## src/spu_pkg.sv

```systemverilog
`timescale 1ns / 1ps
`default_nettype none

package spu_pkg;

  localparam int SEPTET_BITS = 7;
  localparam int BYTE_BITS   = 8;
  // Pending bits between septets never exceed BYTE_BITS - 1.
  localparam int COUNT_W     = $clog2(BYTE_BITS);

  typedef logic [SEPTET_BITS-1:0] septet_t;
  typedef logic [BYTE_BITS-1:0]   byte_t;
  typedef logic [COUNT_W-1:0]     count_t;

  typedef struct packed {
    septet_t septet;
    logic    last_septet;
  } in_item_t;

  typedef struct packed {
    byte_t  data_byte;
    logic   byte_valid;
    logic   frame_end;
    count_t leftover_bits;
  } result_t;

endpackage

`default_nettype wire

```

## src/spu_in_stage.sv

```systemverilog
`timescale 1ns / 1ps
`default_nettype none

module spu_in_stage
  import spu_pkg::*;
(
  input  wire logic     clk,
  input  wire logic     rst,
  input  wire logic     in_valid,
  output logic          in_stall,
  input  wire in_item_t in_item,
  output logic          held_valid,
  output in_item_t      held_item,
  input  wire logic     take
);

  // The held item stays put until the unpack stage takes it.
  assign in_stall = held_valid && !take;

  always_ff @(posedge clk) begin
    if (rst) begin
      held_valid <= 1'b0;
    end else if (!in_stall) begin
      held_valid <= in_valid;
    end
  end

  always_ff @(posedge clk) begin
    if (in_valid && !in_stall) begin
      held_item <= in_item;
    end
  end

endmodule

`default_nettype wire

```

## src/spu_unpack.sv

```systemverilog
`timescale 1ns / 1ps
`default_nettype none

module spu_unpack
  import spu_pkg::*;
(
  input  wire logic     clk,
  input  wire logic     rst,
  input  wire logic     held_valid,
  input  wire in_item_t held_item,
  output logic          take,
  output logic          out_valid,
  input  wire logic     out_stall,
  output result_t       result
);

  // Pending bits are right aligned; bits above bit_count are kept at zero.
  septet_t bit_store;
  count_t  bit_count;

  septet_t                      bit_store_next;
  count_t                       bit_count_next;
  logic [2*SEPTET_BITS-1:0]     joined;
  logic [2*SEPTET_BITS-1:0]     shifted;
  count_t                       rest;
  logic                         have_byte;
  result_t                      result_next;
  logic                         out_free;

  assign out_free = !out_valid || !out_stall;
  assign take     = held_valid && out_free;

  always_comb begin
    joined    = {bit_store, held_item.septet};
    have_byte = (bit_count != '0);
    rest      = bit_count - count_t'(1);
    shifted   = joined >> rest;
    if (have_byte) begin
      bit_count_next = rest;
      bit_store_next = held_item.septet & ~(septet_t'('1) << rest);
    end else begin
      bit_count_next = count_t'(SEPTET_BITS);
      bit_store_next = held_item.septet;
    end
    result_next.data_byte     = have_byte ? shifted[BYTE_BITS-1:0] : '0;
    result_next.byte_valid    = have_byte;
    result_next.frame_end     = held_item.last_septet;
    result_next.leftover_bits = held_item.last_septet ? bit_count_next : '0;
  end

  always_ff @(posedge clk) begin
    if (rst) begin
      bit_store <= '0;
      bit_count <= '0;
    end else if (take) begin
      if (held_item.last_septet) begin
        bit_store <= '0;
        bit_count <= '0;
      end else begin
        bit_store <= bit_store_next;
        bit_count <= bit_count_next;
      end
    end
  end

  always_ff @(posedge clk) begin
    if (rst) begin
      out_valid <= 1'b0;
    end else if (out_free) begin
      out_valid <= take && (have_byte || held_item.last_septet);
    end
  end

  always_ff @(posedge clk) begin
    if (take) begin
      result <= result_next;
    end
  end

`ifndef SYNTH
  a_frame_restart : assert property (@(posedge clk) disable iff (rst)
    take && held_item.last_septet |=> bit_count == '0 && bit_store == '0)
    else $error("unpack state not cleared after frame end");

  a_store_clean : assert property (@(posedge clk) disable iff (rst)
    (bit_store >> bit_count) == '0)
    else $error("stale bits above the pending count");

  a_mid_frame_byte : assert property (@(posedge clk) disable iff (rst)
    out_valid && !result.frame_end |-> result.byte_valid && result.leftover_bits == '0)
    else $error("mid-frame result without a byte");

  a_no_byte_zero : assert property (@(posedge clk) disable iff (rst)
    out_valid && !result.byte_valid |-> result.data_byte == '0)
    else $error("data_byte not zero on a result without a byte");
`endif

endmodule

`default_nettype wire

```

## src/septet_stream_to_byte_unpack_top.sv

```systemverilog
`timescale 1ns / 1ps
`default_nettype none

// Septet-to-byte unpacker. Seven-bit septets are joined most significant bit
// first into one bit stream and each eight-bit byte is sent as soon as its
// last bit arrives; a frame of n septets gives floor(7n/8) bytes. The septet
// flagged last_septet always gives a result marked frame_end, with byte_valid
// telling whether it carries a byte and leftover_bits counting the dropped
// tail bits. A mid-frame septet that completes no byte gives no result. One
// septet is taken per clock while the output is not stalled; each transfer
// passes an input register, shift-and-append logic and a result register
// before its result is offered.
module septet_stream_to_byte_unpack_top
  import spu_pkg::*;
(
  input  wire logic                 clk,
  input  wire logic                 rst,
  input  wire logic                 in_valid,
  output logic                      in_stall,
  input  wire logic [6:0]           septet,
  input  wire logic                 last_septet,
  output logic                      out_valid,
  input  wire logic                 out_stall,
  output logic [7:0]                data_byte,
  output logic                      byte_valid,
  output logic                      frame_end,
  output logic [2:0]                leftover_bits
);

  in_item_t in_item;
  in_item_t held_item;
  logic     held_valid;
  logic     take;
  result_t  result;

  assign in_item.septet      = septet;
  assign in_item.last_septet = last_septet;

  spu_in_stage u_in_stage (
    .clk        (clk),
    .rst        (rst),
    .in_valid   (in_valid),
    .in_stall   (in_stall),
    .in_item    (in_item),
    .held_valid (held_valid),
    .held_item  (held_item),
    .take       (take)
  );

  spu_unpack u_unpack (
    .clk        (clk),
    .rst        (rst),
    .held_valid (held_valid),
    .held_item  (held_item),
    .take       (take),
    .out_valid  (out_valid),
    .out_stall  (out_stall),
    .result     (result)
  );

  assign data_byte     = result.data_byte;
  assign byte_valid    = result.byte_valid;
  assign frame_end     = result.frame_end;
  assign leftover_bits = result.leftover_bits;

endmodule

`default_nettype wire

```

## config.mk

```make
export PLATFORM = sky130hd
export DESIGN_NAME = septet_stream_to_byte_unpack_top
export DESIGN_NICKNAME = d
export VERILOG_FILES = /design/src/spu_pkg.sv /design/src/spu_in_stage.sv /design/src/spu_unpack.sv /design/src/septet_stream_to_byte_unpack_top.sv
export SDC_FILE = /design/constraint.sdc
export NUM_CORES = 1
export LEC_CHECK = 0
export BUFFER_PORTS_ARGS = -buffer_cell sky130_fd_sc_hd__buf_2
export CAP_MARGIN = 20
export CORE_UTILIZATION = 60
export DETAILED_ROUTE_END_ITERATION = 8
export GPL_TIMING_DRIVEN = 0
export PLACE_DENSITY = 0.95
export SLEW_MARGIN = 0
export SYNTH_ARGS = -nofsm -noshare
export SYNTH_HDL_FRONTEND = slang
export SYNTH_SLANG_ARGS = --single-unit
```

## constraint.sdc

```tcl
create_clock -name clk -period 6.06 [get_ports clk]
set_clock_uncertainty 0.2 [all_clocks]
set_input_delay 0.303 -clock clk [delete_from_list [all_inputs] [get_ports clk]]
set_output_delay 0.303 -clock clk [all_outputs]
set_load 0.05 [all_outputs]
```

==> results of run 1 <==
## registers in the layout, indices dropped and copies added, names as in the netlist
signal / cells
u_unpack.result: 13
u_in_stage.held_item: 8
u_unpack.bit_store: 7
u_unpack.bit_count: 3
u_in_stage.held_valid: 1
u_unpack.out_valid: 1
## Yosys cell counts (2+ instances only)
cell type  count
dfxtp_1       12
buf_6          6
a32oi_1        3
o221ai_1       2
nor2_1        11
inv_1          4
mux4_2         9
edfxtp_1      21
nor2b_1        3
o21ai_0       17
nand2_1       17
a21oi_1       10
ha_1           3
mux2i_1        2
## report_power, final
part           leakage [nW]  switching [mW]  internal, mW  total [mW]
sequential            0.298         0.00716         0.252       0.259
combinational         0.458          0.0544        0.0371      0.0915
clock                0.0455          0.0744        0.0984       0.173
## kinds of logic after synthesis
| kind of cell | after synthesis | synth area share, % |
|---|---|---|
| mux | 12 | 13.7 |
| buf+inv | 13 | 5.77 |
| flops | 33 | 50.9 |
| simple gates | 42 | 13.7 |
| fa+ha+maj | 3 | 2.19 |
| compound gates | 39 | 13.8 |
## cell type report
class	instances	area [µm²]	area share [%]
clock inverters	1	30.0	1.45
clock buffers	7	55.1	2.67
inverters	4	15.0	0.727
repair buffers	36	230	11.1
well taps	31	38.8	1.88
multi-input cells	96	742	35.9
plain buffers	9	83.8	4.06
flip-flops and latches	33	871	42.2
## stage by stage
step           utilization [%]  hold slack [ns]  power [mW]  cells
6_report                  75.6           0.0229       0.523    217
2_1_floorplan                -            0.172       0.330    142
4_1_cts                   75.6           0.0267       0.523    217
5_1_grt                   75.6           0.0242       0.543    217
3_3_place_gp              68.8            0.262       0.346    199
3_5_place_dp              68.8            0.281       0.349    199
## worst max-delay path, cell delays in order (launching register included)
cell	delay [ns]
dfxtp_1	0.36
buf_6	0.15
buf_4	0.19
inv_1	0.11
ha_1	0.30
buf_6	0.14
mux4_2	0.52
o21ai_0	0.10
nand2_1	0.07
## per-layer routing
metal	wire, µm	up-vias	part of all wire (%)	GRT usage [%]
met4	25	0	0.72	8.21
met5	0	-	0	0
met2	1890	76	55	46.1
met3	318	3	9.2	8.67
met1	1230	638	35	26.1
li1	-	619	-	-
## cells in the final DEF, fill, tap and decap left out, types with 5 or more instances in the layout
cell type       n
buf_2          27
edfxtp_1       21
o21ai_0        17
nand2_1        17
dfxtp_1        12
nor2_1         11
a21oi_1        10
dlygate4sd3_1  10
mux4_2          9
buf_6           6
clkbuf_4        5
## worst max path at each step
stage / end / slack, ns / cells past startpoint
2_1_floorplan: u_unpack.result[5] / 3.86 / 8
3_3_place_gp: u_unpack.result[5] / 3.74 / 8
3_5_place_dp: u_unpack.result[9] / 3.69 / 8
4_1_cts: u_unpack.result[5] / 3.68 / 8
5_1_grt: u_unpack.result[11] / 3.53 / 10
6_report: u_unpack.result[6] / 3.68 / 8
==> impl_results.md, run 1 <==
- Initial Util: 62.6%
- CTS tree: built
- HP Class: in2reg
- DPL Wire Length: roughly 2400 µm
- Root Driver: clkbuf_4
- Initial antenna violation count: 0
- PwrDens: 253 mW/mm²
- Total grt overflow: 0
- CTS sink count: 33
- H-tree depth: 2
- Gr usage total: 24.9%
- First-pass iteration count of the detailed router: 4
- Sequential area share after synthesis: 50.9%
- Synth warn: 0
- Worst Path Arrival: roughly 2.3 ns
- Hold path startpoint: out_stall
- WP data required: 5.97 ns
- Die W: between 50 and 60 µm
- Synth cell types: 36
- Number of global-route vias before repair: around 1300
- # diodes: 0
- Top Ports: 27
- Worst Hold Endpoint: u_unpack.out_valid
- P_leak: around 0.80 nW
- Core ar.: approximately 0.0027 mm²
- R2r setup slk: about 3.7 ns
- PortBufs: 26
- Setup WS pre-CTS: between 3 and 4 ns
- Largest net degree at the start of global routing: 18
- Synth area leader: edfxtp_1
- Nature of the critical path startpoint: flip-flop
- RR Startpoint: u_unpack.bit_count[0]
- Unrepaired setup endpoints after global routing: false
- GP Congestion: 0.846
- Placed inst area: 0.00188 mm²
- Async SR Flop Fraction: 0%
- Routed Antenna Nets: 0
- Rel. slew slack: approximately 55%
- Reg-to-reg endpoint: u_unpack.result[6]
- Setup TNS: 0 ns
- Nets@finish: 200
- Max Buffers Root-to-Sink: 2
- Post-CTS setup buffers: 0
- Die H: 55.4 µm
- Fillers: 176
- First-pass GRT wire length: 5750 µm
- PnR worst setup slack: about 3.7 ns
- Post_cts resized: 0
- Fmax achieved: ~420 MHz
- Post-synth EDFFs: 21
- Avg Cell Area, Syn: between 10 and 15 µm²
- Synth Instances: between 100 and 150
- Setup violations, final: 0
- Max-slew violations: 0
- Top cell type's share of synthesized area: between 30% and 40%
- Syn-to-layout area delta: 20.7%
- Final min period: 2.38 ns
- Max-cap violations: 0
- Avg WL per Cell: ~16 µm
- Worst vdd ir: between 200 and 250 µV
- Hold_buf cts: 10
- Fraction of layout cells with a size suffix above 1: approximately a third
- Setup crit end kind: flip-flop
- Main flop type after synthesis: edfxtp_1
- Top cells by area, synth: edfxtp_1, dfxtp_1, mux4_2
- Std cell rows: 19
- Worst Reg-to-Reg Cells: 8
- Register clock-pin slew on the reported worst setup and hold paths: around 0.10 ns
- Die ar.: 0.00307 mm²
- Ratio of final minimum period to clock period: between 30% and 40%
- Drt initial violations: 51
- Vias per cell: 6.16
- Hold path depth: 3
- WL final: approximately 3500 µm
- Synthesized area: ~0.0017 mm²
- Syn_nets: approximately 160
- Max FO, Critical Path: 10
- Worst setup path category: reg2reg
- Remaining DRCs: 0
- Setup crit start: u_unpack.bit_count[0]
- Worst skew pair latency: 0.35 ns
- Outcome: completed
- Worst-margin pin slew: a little under 0.7 ns
- Fin. Hold Viols: 0
- Final Cell Area: slightly above 0.002 mm²
- Flops & latches, synth: 33
- CTS buffer count: 5
- Vias: about 1300
Note: power is estimated with default switching activity, not from simulation.
==> run 2: changes to the inputs <==
CORE_UTILIZATION = 50   (was 60)
PLACE_DENSITY = 0.86   (was 0.95)
clock period = 2.1 ns   (was 6.06 ns; I/O delays follow)
==> impl_results.md, run 2 (synthesized netlist as in run 1, its figures left out) <==
- Die W: about 60 µm
- Nature of the critical path startpoint: flip-flop
- Max reg flops: 13
- Worst Path Arrival: between 1.5 and 2 ns
- DPL Wire Length: between 2000 and 2500 µm
- Fmax achieved: approximately 500 MHz
- CTS sink count: 33
- Setup TNS: 0 ns
- Crit-path leading delay family: multiplexers
- CP max stage delay: between 0.5 and 0.6 ns
- Fin. Hold Viols: 0
- Slowest-stage cell, CP: mux4_2
- Max Buffers Root-to-Sink: 2
- WP data required: 1.99 ns
- Initial antenna violation count: 0
- Std cell rows: 20
- Avg WL per Cell: between 10 and 15 µm
- Post-Place Cells: roughly 210
- Commonest non-fill, non-tap cell in the layout: buf_2
- Non-filler cells, final: roughly 230
- HP Class: in2reg
- R2r setup slk: between 0.06 and 0.07 ns
- Routed Antenna Nets: 0
- Ratio of final minimum period to clock period: between 90% and 100%
- CTS tree: built
- # diodes: 0
- Cell-internal power: approximately 0.97 mW
- Crit-path cells: buf_8, inv_4, ha_4, mux4_2, o21ai_2, nand2_1
- Hold path startpoint: rst
- Number of global-route vias before repair: roughly 1200
- Worst setup path category: reg2reg
- Reg-to-reg endpoint: u_unpack.result[6]
- Rel. slew slack: slightly below 60%
- Buf+Inv Stages, Crit Path: 2
- Die H: around 60 µm
- Net Sw Power: about 0.40 mW
- Max-cap violations: 0
- Worst Hold Endpoint: u_unpack.bit_store[3]
- PwrDens: roughly 650 mW/mm²
- P_leak: 0.795 nW
- Final Util: roughly two thirds
- Total grt overflow: 0
- Reg with most FFs: u_unpack.result
- Die ar.: about 0.0037 mm²
- First-pass iteration count of the detailed router: 4
- Core ar.: ~0.0032 mm²
- Nets@finish: approximately 200
- Outcome: completed
- Fillers: approximately 260
- Flop pwr share: a little over half
- Initial Util: around 54%
- PortBufs: 26
- GP Congestion: about 0.84
- Remaining DRCs: 0
- Most frequent cells in the layout: buf_2, edfxtp_1, nand2_1, o21ai_0
- Comb power frac: about 20%
- First-pass GRT wire length: ~5400 µm
- Root Driver: clkbuf_4
- Setup violations, final: 0
- Final Cell Area: about 0.0021 mm²
- Vias per cell: about 5.8
- Worst skew pair latency: 0.34 ns
- Unrepaired setup endpoints after global routing: false
- Hold WS: 0.256 ns
- H-tree depth: 2
- Largest net degree at the start of global routing: 18
- Max-slew violations: 0
- WL final: between 3000 and 4000 µm
- Drt initial violations: 34
- Setup crit end kind: flip-flop
- Vias: 1333
- Clk network pwr share: around a quarter
- Worst vdd ir: around 370 µV
- Top flop regs: u_unpack.result: 13 flops, u_in_stage.held_item: 8 flops, u_unpack.bit_store: 7 flops
- Hold path depth: 3
- Register clock-pin slew on the reported worst setup and hold paths: about 0.11 ns
- RR Startpoint: u_unpack.bit_count[0]
- Worst-margin pin slew: 0.630 ns
- Final min period: between 2 and 2.5 ns
- Fraction of layout cells with a size suffix above 1: 36.4%
- Max FO, Critical Path: 7
- Top Ports: 27
- Syn-to-layout area delta: 22.4%
- Sw frac: slightly below 30%
- CTS buffer count: 5
- Worst Reg-to-Reg Cells: 6
- Gr usage total: 20.9%
- Placed inst area: around 0.0019 mm²
-- run 2: cell types whose count changed in the layout (fill, tap and decap cells not counted), moves of 2 or more --
cell      previous run  this run
buf_6                6         4
clkinv_2             0         2
o21ai_0             17        13
o21ai_2              1         4
-- run 2: timing repair --
| item | 4_1_cts | 5_1_grt |
|---|---|---|
| buffers inserted | 2 | 0 |
| gates cloned | 0 | 0 |
| endpoints found under the setup margin | 8 | 8 |
| gates resized for setup | 1 | 6 |
| hold buffers | 11 | 0 |
| pin swaps | 1 | 1 |
| endpoints found under the hold margin | 12 | 0 |
-- run 2: worst register-to-register path: cells and delay by family (launching register included) --
kind	cells	cell delay (ns)
mux	1	0.56
fa+ha+maj	1	0.33
buf+inv	2	0.15
compound gates	1	0.08
simple gates	1	0.07
flops	1	0.39
-- run 2: cell type report --
type                       instances  area, µm²  area share (%)
inverter                           4       17.5           0.836
multi-input combinational         96        769            36.7
clock inverter                     3       17.5           0.836
buffer                             7       68.8            3.28
timing repair buffer              39        255            12.2
sequential                        33        875            41.7
clock buffer                       5       37.5            1.79
tap                               44       55.1            2.63
-- run 2: worst max-delay path by stage --
stage / startpoint / endpoint / slack (ns) / depth (start not counted)
finish: u_unpack.bit_count[0] / u_unpack.result[6] / 0.06 / 6
global route: u_unpack.bit_count[0] / u_unpack.result[9] / 0.001 / 6
CTS: u_unpack.bit_count[0] / u_unpack.result[6] / 0.02 / 7
detailed placement: u_unpack.bit_count[0] / u_unpack.result[6] / -0.12 / 8
global placement: u_unpack.bit_count[0] / u_unpack.result[6] / -0.09 / 8
floorplan: u_unpack.bit_count[0] / u_unpack.result[6] / 0.01 / 8
-- run 2: metal layers --
layer  GRT usage, %  vias up  routed length (µm)
li1               -      625                   -
met1           22.8      620                1290
met2           35.8       78                1730
met3           7.46       10                 334
met4           11.0        0                 104
met5              0        -                   0
-- run 2: through the flow --
stage	power, mW	setup slack (ns)
after floorplan	0.958	0.0114
after global placement	1.01	-0.0864
after detailed placement	1.01	-0.121
after CTS	1.37	0.0171
after global routing	1.42	0.00117
final	1.37	0.0614
-- run 2: power by group through the flow --
stage | registers, mW | logic [mW] | clock network, mW
2_1_floorplan | 0.807 | 0.151 | 0
3_3_place_gp | 0.759 | 0.247 | 0
3_5_place_dp | 0.761 | 0.253 | 0
4_1_cts | 0.746 | 0.271 | 0.351
5_1_grt | 0.751 | 0.294 | 0.375
6_report | 0.747 | 0.274 | 0.349
==> run 3: changes to the inputs <==
ABC_AREA = 1   (was unset)
CORE_UTILIZATION = 49   (was 50)
PLACE_DENSITY = 0.85   (was 0.86)
==> impl_results.md, run 3 <==
- Outcome: completed
- Worst Hold Endpoint: u_unpack.bit_count[1]
- Number of global-route vias before repair: about 1300
- Setup TNS: 0 ns
- Seq. cell area: between 800 and 900 µm²
- Std cell rows: 20
- Synth warn: 0
- Routed Antenna Nets: 0
- Setup crit end kind: flip-flop
- Die W: 59.4 µm
- Rel. slew slack: a little over three fifths
- CTS buffer count: 5
- Post-synth EDFFs: 21
- Hold WS: between 0.2 and 0.3 ns
- Worst Reg-to-Reg Cells: 8
- Top Ports: 27
- Nature of the critical path startpoint: flip-flop
- Top cell type's share of synthesized area: approximately two fifths
- WL final: about 3200 µm
- First-pass iteration count of the detailed router: 4
- Fin. Hold Viols: 0
- Total grt overflow: 0
- GP Congestion: just under 0.9
- Initial antenna violation count: 0
- Synth cell types: 21
- Avg WL per Cell: about 11 µm
- Max-slew violations: 0
- R2r setup slk: about 0.13 ns
- Top cells by area, synth: edfxtp_1, dfxtp_1, nand2_1
- Worst skew pair latency: 0.34 ns
- Synthesized area: about 0.0016 mm²
- Max FO, Critical Path: 10
- Synth Instances: 191
- Sequential area share after synthesis: 54.0%
- Worst Path Arrival: 1.88 ns
- PwrDens: approximately 700 mW/mm²
- Max reg flops: 13
- Remaining DRCs: 0
- Top flop regs: u_unpack.result: 13 flops, u_in_stage.held_item: 8 flops, u_unpack.bit_store: 7 flops
- Hold path depth: 2
- Worst vdd ir: about 520 µV
- H-tree depth: 2
- Synth cell count leaders: nand2_1, edfxtp_1, inv_1
- Max Buffers Root-to-Sink: 2
- Fmax achieved: 507 MHz
- Async SR Flop Fraction: 0%
- Die H: ~60 µm
- CTS sink count: 33
- Reg-to-reg endpoint: u_unpack.result[5]
- Main flop type after synthesis: edfxtp_1
- Register clock-pin slew on the reported worst setup and hold paths: approximately 0.10 ns
- Hold path startpoint: u_unpack.bit_count[1]
- First-pass GRT wire length: 5360 µm
- Gr usage total: a little over a fifth
- RR Startpoint: u_unpack.bit_count[0]
- Reg with most FFs: u_unpack.result
- Ratio of final minimum period to clock period: between 90% and 100%
- Commonest non-fill, non-tap cell in the layout: nand2_1
- Final min period: ~2 ns
- Worst setup path category: reg2reg
- Avg Cell Area, Syn: 8.44 µm²
- P_leak: 0.829 nW
- CTS tree: built
- # diodes: 0
- Setup crit start: u_unpack.bit_count[0]
- Max-cap violations: 0
- Count leader, synth: nand2_1
- Worst-margin pin slew: about 0.55 ns
- Vias per cell: approximately 5
- Root Driver: clkbuf_4
- Initial Util: between 50% and 60%
- Footprint of the multi-input gates: 628 µm²
- Fraction of layout cells with a size suffix above 1: 20.3%
- Die ar.: roughly 0.0035 mm²
- HP Class: reg2reg
- Syn-to-layout area delta: 21.6%
- Post-CTS setup buffers: 0
- Unrepaired setup endpoints after global routing: false
- DPL Wire Length: between 2000 and 2500 µm
- Fillers: approximately 270
- Core ar.: between 0.003 and 0.004 mm²
- Most frequent cells in the layout: nand2_1, buf_2, edfxtp_1, inv_1, a21oi_1
- Vias: ~1400
- Nets@finish: between 200 and 300
- Drt initial violations: 46
- Largest net degree at the start of global routing: 15
- PortBufs: 26
- Synth area leader: edfxtp_1
- Syn_nets: about 200
- Setup violations, final: 0
- Flops & latches, synth: 33
- WP data required: around 2.0 ns
[run 3: cells by family (layout without fill, tap and decap cells)]
group,after synthesis,in the layout,share of synthesized area [%]
and+or+nand+nor,87,87,22.7
buffers and inverters,27,72,7.21
DFF,33,33,54.0
muxes,1,1,0.621
AOI/OAI and AO/OA,40,40,13.1
adders and majority gates,3,3,2.33
[run 3: layout make-up]
class                           count  area share, %
Buffer                              6           1.91
Clock buffer                        7           2.30
Clock inverter                      1          0.255
Inverter                           21           4.02
Multi-Input combinational cell    131           32.0
Sequential cell                    33           44.5
Tap cell                           44           2.81
Timing Repair Buffer               37           12.2
[run 3: power breakdown]
| part | leakage [nW] | switching (mW) | internal [mW] |
|---|---|---|---|
| clock | 0.0293 | 0.199 | 0.130 |
| sequential | 0.298 | 0.0173 | 0.728 |
| combinational | 0.502 | 0.182 | 0.0839 |
[run 3: timing repair]
action	in CTS	in global routing
endpoints found under the setup margin	0	7
hold endpoints to repair	12	0
hold buffers	11	0
resized for setup	0	1
[run 3: worst max-delay path, stage by stage, from the launching register on]
cell,delay (ns)
dfxtp_2,0.41
inv_2,0.11
ha_1,0.43
inv_2,0.06
buf_2,0.18
a21oi_1,0.12
o21ai_0,0.10
nand3_1,0.07
nand2_1,0.06
[run 3: worst max-delay path by stage]
stage                                    endpoint  slack (ns)
after global routing           u_unpack.result[5]        0.06
after global placement         u_unpack.result[5]         0.1
after CTS                      u_unpack.result[5]        0.03
final                          u_unpack.result[5]        0.13
after detailed placement       u_unpack.result[5]        0.04
after floorplan           u_in_stage.held_item[0]        0.03
[run 3: layer usage]
| layer | up-vias | track usage [%] | part of all wire, % |
|---|---|---|---|
| li1 | 718 | - | - |
| met1 | 597 | 23.9 | 41 |
| met2 | 53 | 36.6 | 50 |
| met3 | 10 | 6.77 | 6.8 |
| met4 | 0 | 9.86 | 2.4 |
| met5 | - | 0 | 0 |
[run 3: through the flow]
stage | setup slack (ns) | instance area (µm²) | utilization (%) | total power, mW | cells
after floorplan | 0.0302 | 1620 | - | 0.950 | 191
after global placement | 0.0987 | 1800 | 58.5 | 1.00 | 261
after detailed placement | 0.0393 | 1800 | 58.5 | 1.01 | 261
after CTS | 0.0329 | 1960 | 63.7 | 1.35 | 280
after global routing | 0.0642 | 1960 | 63.7 | 1.41 | 280
final | 0.129 | 1960 | 63.7 | 1.34 | 280
